## src/hdl/bae_pkg.sv

```systemverilog
// ----------------------------------------------------------------------------
// bae_pkg
// Shared types and constants for the bitmap allocation engine.
// ----------------------------------------------------------------------------
package bae_pkg;

  localparam int unsigned MapBitsDefault  = 1024;
  localparam int unsigned WordBitsDefault = 32;

  localparam int unsigned OpW    = 4;
  localparam int unsigned IdxW   = 10;
  localparam int unsigned LenW   = 11;
  localparam int unsigned ValW   = 11;
  localparam int unsigned StatW  = 2;
  localparam logic [LenW-1:0] BitsInUseReset = 11'd1024;

  typedef enum logic [OpW-1:0] {
    OP_TEST = 4'd0, OP_SET = 4'd1, OP_CLR = 4'd2, OP_SET_RANGE = 4'd3,
    OP_CLR_RANGE = 4'd4, OP_FFC = 4'd5, OP_FFS = 4'd6, OP_FLS = 4'd7,
    OP_CLR_RUN = 4'd8, OP_SET_RUN = 4'd9, OP_CNT_SET = 4'd10,
    OP_CNT_CLR = 4'd11, OP_LONGEST = 4'd12, OP_NTH = 4'd13, OP_RANK = 4'd14,
    OP_NONE = 4'd15
  } op_e;

  typedef enum logic [StatW-1:0] {
    ST_OK = 2'd0, ST_NOTFOUND = 2'd1, ST_RANGE = 2'd2
  } status_e;

  typedef enum logic [2:0] {
    S_IDLE, S_CLEAR, S_PASS1, S_PASS2, S_DONE
  } state_e;

endpackage

```

## src/hdl/bae_bit_unit.sv

```systemverilog
// ----------------------------------------------------------------------------
// bae_bit_unit
// Shared per-bit step unit: applies one bit of the scan to the run and
// count registers and reports a hit.
// ----------------------------------------------------------------------------
module bae_bit_unit #(
  parameter int unsigned CntW = 11
) (
  input  bae_pkg::op_e      op_i,
  input  logic              bit_i,
  input  logic [CntW-1:0]   pos_i,
  input  logic [CntW-1:0]   cnt_i,
  input  logic [CntW-1:0]   best_i,
  input  logic [CntW-1:0]   len_i,
  input  logic [CntW-1:0]   k_i,
  output logic [CntW-1:0]   cnt_o,
  output logic [CntW-1:0]   best_o,
  output logic              hit_o,
  output logic [CntW-1:0]   hit_val_o
);

  logic [CntW-1:0] inc;
  assign inc = cnt_i + CntW'(1);

  always_comb begin
    cnt_o     = cnt_i;
    best_o    = best_i;
    hit_o     = 1'b0;
    hit_val_o = pos_i;
    unique case (op_i)
      bae_pkg::OP_FFC: hit_o = !bit_i;
      bae_pkg::OP_FFS, bae_pkg::OP_FLS: hit_o = bit_i;
      bae_pkg::OP_CLR_RUN, bae_pkg::OP_SET_RUN: begin
        // run of the wanted polarity
        if (bit_i == (op_i == bae_pkg::OP_SET_RUN)) begin
          cnt_o = inc;
          if (inc >= len_i) begin
            hit_o     = 1'b1;
            hit_val_o = pos_i + CntW'(1) - inc;
          end
        end else begin
          cnt_o = '0;
        end
      end
      bae_pkg::OP_CNT_SET, bae_pkg::OP_CNT_CLR, bae_pkg::OP_RANK: begin
        if (bit_i) cnt_o = inc;
      end
      bae_pkg::OP_LONGEST: begin
        if (bit_i) begin
          cnt_o = inc;
          if (inc > best_i) best_o = inc;
        end else begin
          cnt_o = '0;
        end
      end
      bae_pkg::OP_NTH: begin
        if (bit_i) begin
          if (cnt_i == k_i) hit_o = 1'b1;
          else cnt_o = inc;
        end
      end
      default: ;
    endcase
  end

endmodule

```

## src/hdl/bitmap_allocation_engine.sv

```systemverilog
// ----------------------------------------------------------------------------
// bitmap_allocation_engine
// Bitmap of resource bits with test/set/clear, range writes, searches,
// counts and rank queries, executed one bit at a time.
// ----------------------------------------------------------------------------
// Usage: drive opcode_i and the index/length fields with start_i high while
// busy_o is low; the item is taken at that edge and busy_o rises. One result
// (result_value_o, status_o) appears for one cycle with done_o high, after
// which busy_o falls. The receiver cannot stall; results are not held.
// Single-bit ops and rejected items end after their first step; the next
// item can be taken in the cycle after the result.
// Scans visit one bit per cycle through the shared bit-step unit; a seeded
// clear-run may take a second pass from zero.
// The map is stored in a word memory with one read port and one write port.
// A range write updates one bit per word write and rereads the word before
// the next bit; a reversed range finishes at once.
// Reset: bits_in_use returns to 1024 and a clearing pass zeroes the map,
// one word a cycle with busy_o high.
// bits_in_use_i is written whenever cfg_we_i is high, with no wait.
// ----------------------------------------------------------------------------
module bitmap_allocation_engine #(
  parameter int unsigned MAP_BITS  = bae_pkg::MapBitsDefault,
  parameter int unsigned WORD_BITS = bae_pkg::WordBitsDefault
) (
  input  logic                       clk_i,
  input  logic                       rst_ni,
  input  logic                       cfg_we_i,
  input  logic [bae_pkg::LenW-1:0]   bits_in_use_i,
  input  logic                       start_i,
  output logic                       busy_o,
  input  logic [bae_pkg::OpW-1:0]    opcode_i,
  input  logic [bae_pkg::IdxW-1:0]   first_index_i,
  input  logic [bae_pkg::IdxW-1:0]   last_index_i,
  input  logic [bae_pkg::LenW-1:0]   run_length_i,
  output logic                       done_o,
  output logic [bae_pkg::ValW-1:0]   result_value_o,
  output logic [bae_pkg::StatW-1:0]  status_o
);

  localparam int unsigned Words = (MAP_BITS + WORD_BITS - 1) / WORD_BITS;
  localparam int unsigned WAW   = (Words > 1) ? $clog2(Words) : 1;
  localparam int unsigned BW    = $clog2(WORD_BITS);
  localparam int unsigned PW    = $clog2(MAP_BITS + 1);   // holds MAP_BITS
  localparam int unsigned CW    = (PW > bae_pkg::LenW) ? PW : bae_pkg::LenW;

  // memory
  logic [WORD_BITS-1:0] mem [Words];
  logic [WORD_BITS-1:0] rd_q;
  logic                 we;
  logic [WAW-1:0]       waddr, raddr;
  logic [WORD_BITS-1:0] wdata;

  always_ff @(posedge clk_i) begin
    if (we) mem[waddr] <= wdata;
    rd_q <= mem[raddr];
  end

  // registers
  bae_pkg::state_e st_q, st_d;
  logic [bae_pkg::LenW-1:0] biu_q;
  bae_pkg::op_e    op_q;
  logic [CW-1:0]   a_q, b_q, len_q, n_q, seed_q;
  logic [CW-1:0]   pos_q, pos_d, cnt_q, cnt_d, best_q, best_d;
  logic            rd_ok_q, rd_ok_d;
  logic [WAW-1:0]  clr_q;
  logic [bae_pkg::ValW-1:0]  val_q, val_d;
  logic [bae_pkg::StatW-1:0] sts_q, sts_d;
  logic [CW-1:0]   n_eff;

  always_comb begin
    if (biu_q == '0) n_eff = CW'(1);
    else if (CW'(biu_q) > CW'(MAP_BITS)) n_eff = CW'(MAP_BITS);
    else n_eff = CW'(biu_q);
  end

  // bit unit
  logic            cur_bit, hit;
  logic [CW-1:0]   u_cnt, u_best, u_hval;
  assign cur_bit = rd_q[pos_q[BW-1:0]];

  bae_bit_unit #(.CntW(CW)) u_step (
    .op_i(op_q), .bit_i(cur_bit), .pos_i(pos_q), .cnt_i(cnt_q),
    .best_i(best_q), .len_i(len_q), .k_i(a_q),
    .cnt_o(u_cnt), .best_o(u_best), .hit_o(hit), .hit_val_o(u_hval)
  );

  logic is_write, is_fls, at_end;
  assign is_write = (op_q == bae_pkg::OP_SET) || (op_q == bae_pkg::OP_CLR) ||
                    (op_q == bae_pkg::OP_SET_RANGE) ||
                    (op_q == bae_pkg::OP_CLR_RANGE);
  assign is_fls   = (op_q == bae_pkg::OP_FLS);

  // first-step setup from the accepted item
  logic [CW-1:0] in_a, in_b, in_len, seed_in;
  logic          in_bad;
  bae_pkg::op_e  in_op;
  assign in_op  = bae_pkg::op_e'(opcode_i);
  assign in_a   = CW'(first_index_i);
  assign in_b   = CW'(last_index_i);
  assign in_len = CW'(run_length_i);
  assign seed_in = ((in_a + in_len) >= n_eff) ? n_eff : in_a;

  always_comb begin
    in_bad   = 1'b0;
    unique case (in_op)
      bae_pkg::OP_TEST, bae_pkg::OP_SET, bae_pkg::OP_CLR, bae_pkg::OP_RANK:
        in_bad = in_a >= n_eff;
      bae_pkg::OP_SET_RANGE, bae_pkg::OP_CLR_RANGE:
        in_bad = (in_a >= n_eff) || (in_b >= n_eff);
      bae_pkg::OP_CLR_RUN, bae_pkg::OP_SET_RUN:
        in_bad = (in_len == '0) || (in_len > n_eff);
      bae_pkg::OP_NTH: in_bad = in_a > n_eff;
      bae_pkg::OP_NONE: in_bad = 1'b1;
      default: ;
    endcase
  end

  // scan end for the current position; a reversed range ends at once
  always_comb begin
    unique case (op_q)
      bae_pkg::OP_TEST, bae_pkg::OP_SET, bae_pkg::OP_CLR: at_end = 1'b1;
      bae_pkg::OP_SET_RANGE, bae_pkg::OP_CLR_RANGE:
        at_end = (pos_q == b_q) || (b_q < a_q);
      bae_pkg::OP_FLS: at_end = pos_q == '0;
      bae_pkg::OP_RANK: at_end = pos_q == a_q;
      default: at_end = (pos_q + CW'(1)) >= n_q;
    endcase
  end

  // next state
  always_comb begin
    st_d = st_q;
    unique case (st_q)
      bae_pkg::S_CLEAR: if (clr_q == WAW'(Words - 1)) st_d = bae_pkg::S_IDLE;
      bae_pkg::S_IDLE: if (start_i) st_d = bae_pkg::S_PASS1;
      bae_pkg::S_PASS1, bae_pkg::S_PASS2: begin
        if (sts_q != bae_pkg::ST_OK || !rd_ok_q) begin
          if (sts_q != bae_pkg::ST_OK) st_d = bae_pkg::S_DONE;
        end else if (op_q == bae_pkg::OP_CLR_RUN && st_q == bae_pkg::S_PASS1) begin
          if (pos_q >= n_q) st_d = bae_pkg::S_PASS2;
          else if (hit || at_end) st_d = hit ? bae_pkg::S_DONE : bae_pkg::S_PASS2;
        end else if (op_q == bae_pkg::OP_CLR_RUN) begin
          if (hit || at_end || (cur_bit && pos_q >= seed_q)) st_d = bae_pkg::S_DONE;
        end else if (hit || at_end) begin
          st_d = bae_pkg::S_DONE;
        end
      end
      bae_pkg::S_DONE: st_d = bae_pkg::S_IDLE;
      default: st_d = bae_pkg::S_IDLE;
    endcase
  end

  // datapath and outputs of the sequencer
  always_comb begin
    pos_d   = pos_q;
    cnt_d   = cnt_q;
    best_d  = best_q;
    rd_ok_d = 1'b0;
    val_d   = val_q;
    sts_d   = sts_q;
    we      = 1'b0;
    waddr   = pos_q[BW +: WAW];
    wdata   = rd_q;
    raddr   = pos_q[BW +: WAW];
    unique case (st_q)
      bae_pkg::S_CLEAR: begin
        we    = 1'b1;
        waddr = clr_q;
        wdata = '0;
      end
      bae_pkg::S_IDLE: begin
        cnt_d  = '0;
        best_d = '0;
        val_d  = '0;
        sts_d  = in_bad ? bae_pkg::ST_RANGE : bae_pkg::ST_OK;
        if (in_op == bae_pkg::OP_FLS) pos_d = n_eff - CW'(1);
        else if (in_op == bae_pkg::OP_CLR_RUN) pos_d = seed_in;
        else if (in_op == bae_pkg::OP_TEST || in_op == bae_pkg::OP_SET ||
                 in_op == bae_pkg::OP_CLR || in_op == bae_pkg::OP_SET_RANGE ||
                 in_op == bae_pkg::OP_CLR_RANGE) pos_d = in_a;
        else pos_d = '0;
        raddr   = pos_d[BW +: WAW];
        rd_ok_d = 1'b1;
      end
      bae_pkg::S_PASS1, bae_pkg::S_PASS2: begin
        if (sts_q == bae_pkg::ST_OK && rd_ok_q) begin
          if (op_q == bae_pkg::OP_CLR_RUN && st_q == bae_pkg::S_PASS1 &&
              pos_q >= n_q) begin
            // seed acts as the size: go straight to the pass from zero
            pos_d = '0; cnt_d = '0; rd_ok_d = 1'b1;
            raddr = '0;
          end else if (op_q == bae_pkg::OP_CLR_RUN && st_q == bae_pkg::S_PASS2 &&
                       cur_bit && pos_q >= seed_q) begin
            sts_d = bae_pkg::ST_NOTFOUND;
          end else if (is_write) begin
            // write the bit; the next bit waits for the reread
            wdata = rd_q;
            wdata[pos_q[BW-1:0]] = (op_q == bae_pkg::OP_SET) ||
                                   (op_q == bae_pkg::OP_SET_RANGE);
            we     = !(b_q < a_q && op_q != bae_pkg::OP_SET && op_q != bae_pkg::OP_CLR);
            waddr  = pos_q[BW +: WAW];
            if (!at_end) pos_d = pos_q + CW'(1);
          end else if (op_q == bae_pkg::OP_TEST) begin
            val_d = bae_pkg::ValW'(cur_bit);
          end else if (op_q == bae_pkg::OP_RANK && at_end) begin
            if (!cur_bit) sts_d = bae_pkg::ST_NOTFOUND;
            else val_d = bae_pkg::ValW'(cnt_q);
          end else begin
            cnt_d  = u_cnt;
            best_d = u_best;
            if (hit) begin
              val_d = bae_pkg::ValW'(u_hval);
            end else if (at_end) begin
              unique case (op_q)
                bae_pkg::OP_CNT_SET: val_d = bae_pkg::ValW'(u_cnt);
                bae_pkg::OP_CNT_CLR: val_d = bae_pkg::ValW'(n_q - u_cnt);
                bae_pkg::OP_LONGEST: val_d = bae_pkg::ValW'(u_best);
                bae_pkg::OP_CLR_RUN: begin
                  if (st_q == bae_pkg::S_PASS1) begin
                    pos_d = '0; cnt_d = '0; rd_ok_d = 1'b1; raddr = '0;
                  end else sts_d = bae_pkg::ST_NOTFOUND;
                end
                default: sts_d = bae_pkg::ST_NOTFOUND;
              endcase
            end else begin
              pos_d   = is_fls ? pos_q - CW'(1) : pos_q + CW'(1);
              raddr   = pos_d[BW +: WAW];
              rd_ok_d = 1'b1;
            end
          end
        end else if (sts_q == bae_pkg::ST_OK) begin
          // reread the word at the current position
          rd_ok_d = 1'b1;
        end
      end
      default: ;
    endcase
  end

  // registers
  always_ff @(posedge clk_i or negedge rst_ni) begin
    if (!rst_ni) begin
      st_q    <= bae_pkg::S_CLEAR;
      biu_q   <= bae_pkg::BitsInUseReset;
      clr_q   <= '0;
      rd_ok_q <= 1'b0;
    end else begin
      st_q    <= st_d;
      rd_ok_q <= rd_ok_d;
      if (cfg_we_i) biu_q <= bits_in_use_i;
      if (st_q == bae_pkg::S_CLEAR) clr_q <= clr_q + WAW'(1);
    end
  end

  always_ff @(posedge clk_i) begin
    pos_q  <= pos_d;
    cnt_q  <= cnt_d;
    best_q <= best_d;
    val_q  <= val_d;
    sts_q  <= sts_d;
    if (st_q == bae_pkg::S_IDLE && start_i) begin
      op_q   <= in_op;
      a_q    <= in_a;
      b_q    <= in_b;
      len_q  <= in_len;
      n_q    <= n_eff;
      seed_q <= seed_in;
    end
  end

  // handshake and result outputs
  assign busy_o         = st_q != bae_pkg::S_IDLE;
  assign done_o         = st_q == bae_pkg::S_DONE;
  assign result_value_o = (sts_q == bae_pkg::ST_OK) ? val_q : '0;
  assign status_o       = sts_q;

endmodule
```

## config.mk

```make
export PLATFORM = sky130hd
export DESIGN_NAME = bitmap_allocation_engine
export DESIGN_NICKNAME = d
export VERILOG_FILES = /design/src/hdl/bae_pkg.sv /design/src/hdl/bae_bit_unit.sv /design/src/hdl/bitmap_allocation_engine.sv
export SDC_FILE = /design/constraint.sdc
export NUM_CORES = 1
export LEC_CHECK = 0
export BUFFER_PORTS_ARGS = -buffer_cell sky130_fd_sc_hd__buf_4
export CAP_MARGIN = 30
export CORE_MARGIN = 2
export CORE_UTILIZATION = 65
export DETAILED_ROUTE_END_ITERATION = 8
export GPL_ROUTABILITY_DRIVEN = 0
export PLACE_DENSITY_LB_ADDON = 0.2
export RECOVER_POWER = 50
export SLEW_MARGIN = 40
export SYNTH_ARGS = -nofsm -noshare
export SYNTH_HDL_FRONTEND = slang
export SYNTH_HIERARCHICAL = 1
export SYNTH_SLANG_ARGS = --single-unit
```

## constraint.sdc

```tcl
create_clock -name clk_i -period 12.4 [get_ports clk_i]
set_input_delay 2.48 -clock clk_i [delete_from_list [all_inputs] [get_ports clk_i]]
set_output_delay 2.48 -clock clk_i [all_outputs]
set_load 0.005 [all_outputs]
```

==> key figures <==
Clocking
  – Post-CTS sizing: 0
  – Post-CTS Setup Inserts: 0
  – Clock buffer depth: 3
  – TritonCTS clock tree: done
  – Clk root buf: clkbuf_16
  – Skew-Pair Late Insertion Delay: 720 ps
  – Clock sinks: 1179
  – H-tree Lvls: 3
  – Reg clk slew, reported paths: 70 ps
  – Cts bufs inserted: 114
  – Cts hold-fix bufs: 0

Final layout
  – Final Instance Count excl. Fillers: 5040
  – Design Area, Final: 59300 um^2
  – Fin nets: 4077
  – # fillers: 4953
  – Share of cells above drive strength 1: 11.7%
  – Area Growth Syn to Fin: 11.4%

Logic synthesis
  – Mapped Avg Cell Area: 14.0 um^2
  – Synth top area share: 63.5%
  – Fraction of the yosys area taken by sequential cells: 65.7%
  – Async SR Flop Fraction: 1.70%
  – Synth area leader: edfxtp_1
  – Post-synth EDFFs: 1127
  – Yosys warns: 6
  – Synthesized net count: 4013
  – Yosys reg bits: 1179
  – Main synth FF type: edfxtp_1
  – Post-Syn Instances: 3815
  – Cell variety after synth: 102
  – Cell Area, Synth: 53300 um^2
  – Area contributors post-synth: edfxtp_1, ha_1, mux2i_1, nand2_1, a21oi_1
  – Post-synth top cells: edfxtp_1, nand2_1, a21oi_1
  – Most instantiated library cell after synthesis: edfxtp_1

Detailed routing
  – Vias: 36493
  – Via density: 7.24
  – DR DRC count: 0
  – Pre-antenna DRT Iters: 6
  – Final WL: 158 mm
  – DRT antenna net count: 0
  – Avg WL per Cell: 31.3 um
  – Initial drt markers: 5537

Die
  – Die W: 290 um
  – Cell row count: 104
  – Core Region: 80800 um^2
  – Die H: 290 um
  – # IOs: 65
  – Die area: 84200 um^2
  – Starting density of the core: 65.9%

Critical path
  – WP data arrival: 10390 ps
  – Setup crit start kind: flop
  – CP peak stage delay: 1200 ps
  – Critical path type: flop to flop
  – R2r setup slk: 2610 ps
  – R2R cell count: 22
  – CP Max Fanout: 60
  – Crit Reg-Reg Endpoint: rd_q[21]$_DFF_P_
  – Critical Path Sink Type: flop
  – CP Cell Sequence: clkbuf_1, mux4_2, a22o_1, a31oi_2, nand2_1, xnor2_1, nand3_1, a31oi_1, o311ai_0, and2_1, a21bo_2, nor2_1, nand2_1, nor4_1, nor3_4, nand2_8, buf_4, buf_4, mux2_2, a21oi_1, o21ai_0, and4_1
  – CP endpoint: rd_q[21]$_DFF_P_
  – Worst r2r src: pos_q[0]$_DFFE_PP_
  – Crit path from: pos_q[0]$_DFFE_PP_
  – Slowest CP cell: clkbuf_1
  – Critical Path RT: 13000 ps

Global route
  – Initial antenna violation count: 1
  – Grt total ovfl: 0
  – First-pass GRT wire length: 232 mm
  – Vias in the first global route: 36023
  – All-Layer GR Usage: 37.1%
  – Largest net degree at the start of global routing: 101

Placement
  – Input/output buffers: 64
  – HPWL after DPL: 93.6 mm
  – Placed Cells: 4814
  – Placed instance area: 55700 um^2

Outcome
  – Violated checks: max-capacitance violations, max-slew violations
  – Status: finished with violations

Timing
  – Clock skew: 58.2 ps
  – Actual slew at the worst max-slew pin: 3570 ps
  – Relative slew slack: -140%
  – Tcrit/Tclk final: 78.9%
  – F_max: 102 MHz
  – Slew Limit Fails: 679
  – Minimum clock period: 9790 ps
  – Setup violations, final: 0
  – Final hold vios: 0
  – Setup TNS: 0 ps
  – RSZ-0062 raised after global routing: false

Power
  – Cell Pwr Density: 286 nW/um^2
  – Total power: 17.0 mW
  – Static Leak: 20.3 nW
  – Max VDD drop: 0.000208 V

Worst hold path
  – Min-delay worst type: flop to flop
  – Hold path cells: 1

Job
  – Max Cap Violations: 21
## critical path, delay by kind of cell (launching register included)
| family | cells | cell delay [ps] |
|---|---|---|
| muxes | 2 | 1080 |
| buffers and inverters | 3 | 2580 |
| and+or+nand+nor | 9 | 3550 |
| AOI/OAI and AO/OA | 7 | 1710 |
| DFF | 1 | 380 |
| xor gates and xnor gates | 1 | 260 |
## layout by cell type, fill, tap and decap left out, types with 35 or more instances in the layout
master / synthesis / layout
a21oi_1: 180 / 180
a221o_1: 68 / 68
a221oi_1: 39 / 39
a22oi_1: 72 / 72
a32o_1: 61 / 61
buf_4: 17 / 89
clkbuf_1: 135 / 83
clkbuf_16: 0 / 117
edfxtp_1: 1127 / 1127
ha_1: 145 / 145
inv_1: 119 / 119
mux2_1: 67 / 72
mux2_2: 68 / 68
mux2i_1: 170 / 170
nand2_1: 320 / 319
nand3_1: 48 / 48
nor2_1: 142 / 104
nor2_4: 0 / 40
o2111ai_1: 35 / 35
o211ai_1: 41 / 41
o21ai_0: 169 / 170
xnor2_1: 50 / 49
xor2_1: 44 / 44
## state kept, by name, summed over array words and instances (netlist names)
register,cells
a_q,10
b_q,10
best_q,11
biu_q,11
clr_q,5
cnt_q,11
len_q,11
mem,1024
n_q,11
op_q,4
pos_q,11
rd_ok_q,1
rd_q,32
seed_q,11
st_q,3
status_o,2
val_q,11
## area by class of cell
type / instances / area, um^2 / share of cell area, %
flip-flops and latches: 1179 / 35000 / 59.0
multi-input cells: 2289 / 17200 / 29.0
clock buffers: 155 / 3220 / 5.43
repair buffers: 175 / 1380 / 2.32
well taps: 1060 / 1330 / 2.24
clock inverters: 61 / 767 / 1.29
inverters: 120 / 450 / 0.759
diodes: 1 / 2.50 / 0.00422
## stage by stage
stage	utilization, %	setup WS (ps)	hold WS, ps
after global routing	73.4	2300	567
after CTS	73.8	3970	522
after global placement	68.3	3120	478
after detailed placement	68.9	3290	512
after floorplan	-	5370	459
final	73.4	2610	539
## kinds of logic after synthesis
family | share of synthesized area (%)
DFF | 65.7
AOI/OAI and AO/OA | 12.6
muxes | 6.56
other | 0.00704
xor gates and xnor gates | 1.61
adders and majority gates | 3.52
and+or+nand+nor | 7.22
buffers and inverters | 2.77
## metal layers
metal	vias to the layer above	track usage [%]	part of all wire, %
met5	-	0	0
met4	0	22.4	7.4
met3	714	8.97	13
met2	2918	57.1	45
met1	17800	48.3	35
li1	15061	-	-
## power by group
group	switching, mW	internal, mW	total, mW
Clock	1.52	2.10	3.63
Sequential	0.303	5.57	5.87
Combinational	5.05	2.41	7.46
Total	6.88	10.1	17.0
## worst min-delay path by stage
stage / start / endpoint / slack [ps]
after floorplan: clr_q[3]$_DFFE_PN0N_ / clr_q[3]$_DFFE_PN0N_ / 460
after global placement: clr_q[3]$_DFFE_PN0N_ / clr_q[3]$_DFFE_PN0N_ / 480
after detailed placement: clr_q[3]$_DFFE_PN0N_ / clr_q[3]$_DFFE_PN0N_ / 510
after CTS: clr_q[3]$_DFFE_PN0N_ / clr_q[3]$_DFFE_PN0N_ / 520
after global routing: clr_q[3]$_DFFE_PN0N_ / clr_q[3]$_DFFE_PN0N_ / 570
final: clr_q[3]$_DFFE_PN0N_ / clr_q[3]$_DFFE_PN0N_ / 540
No activity file was read; power rests on OpenSTA's default activity.
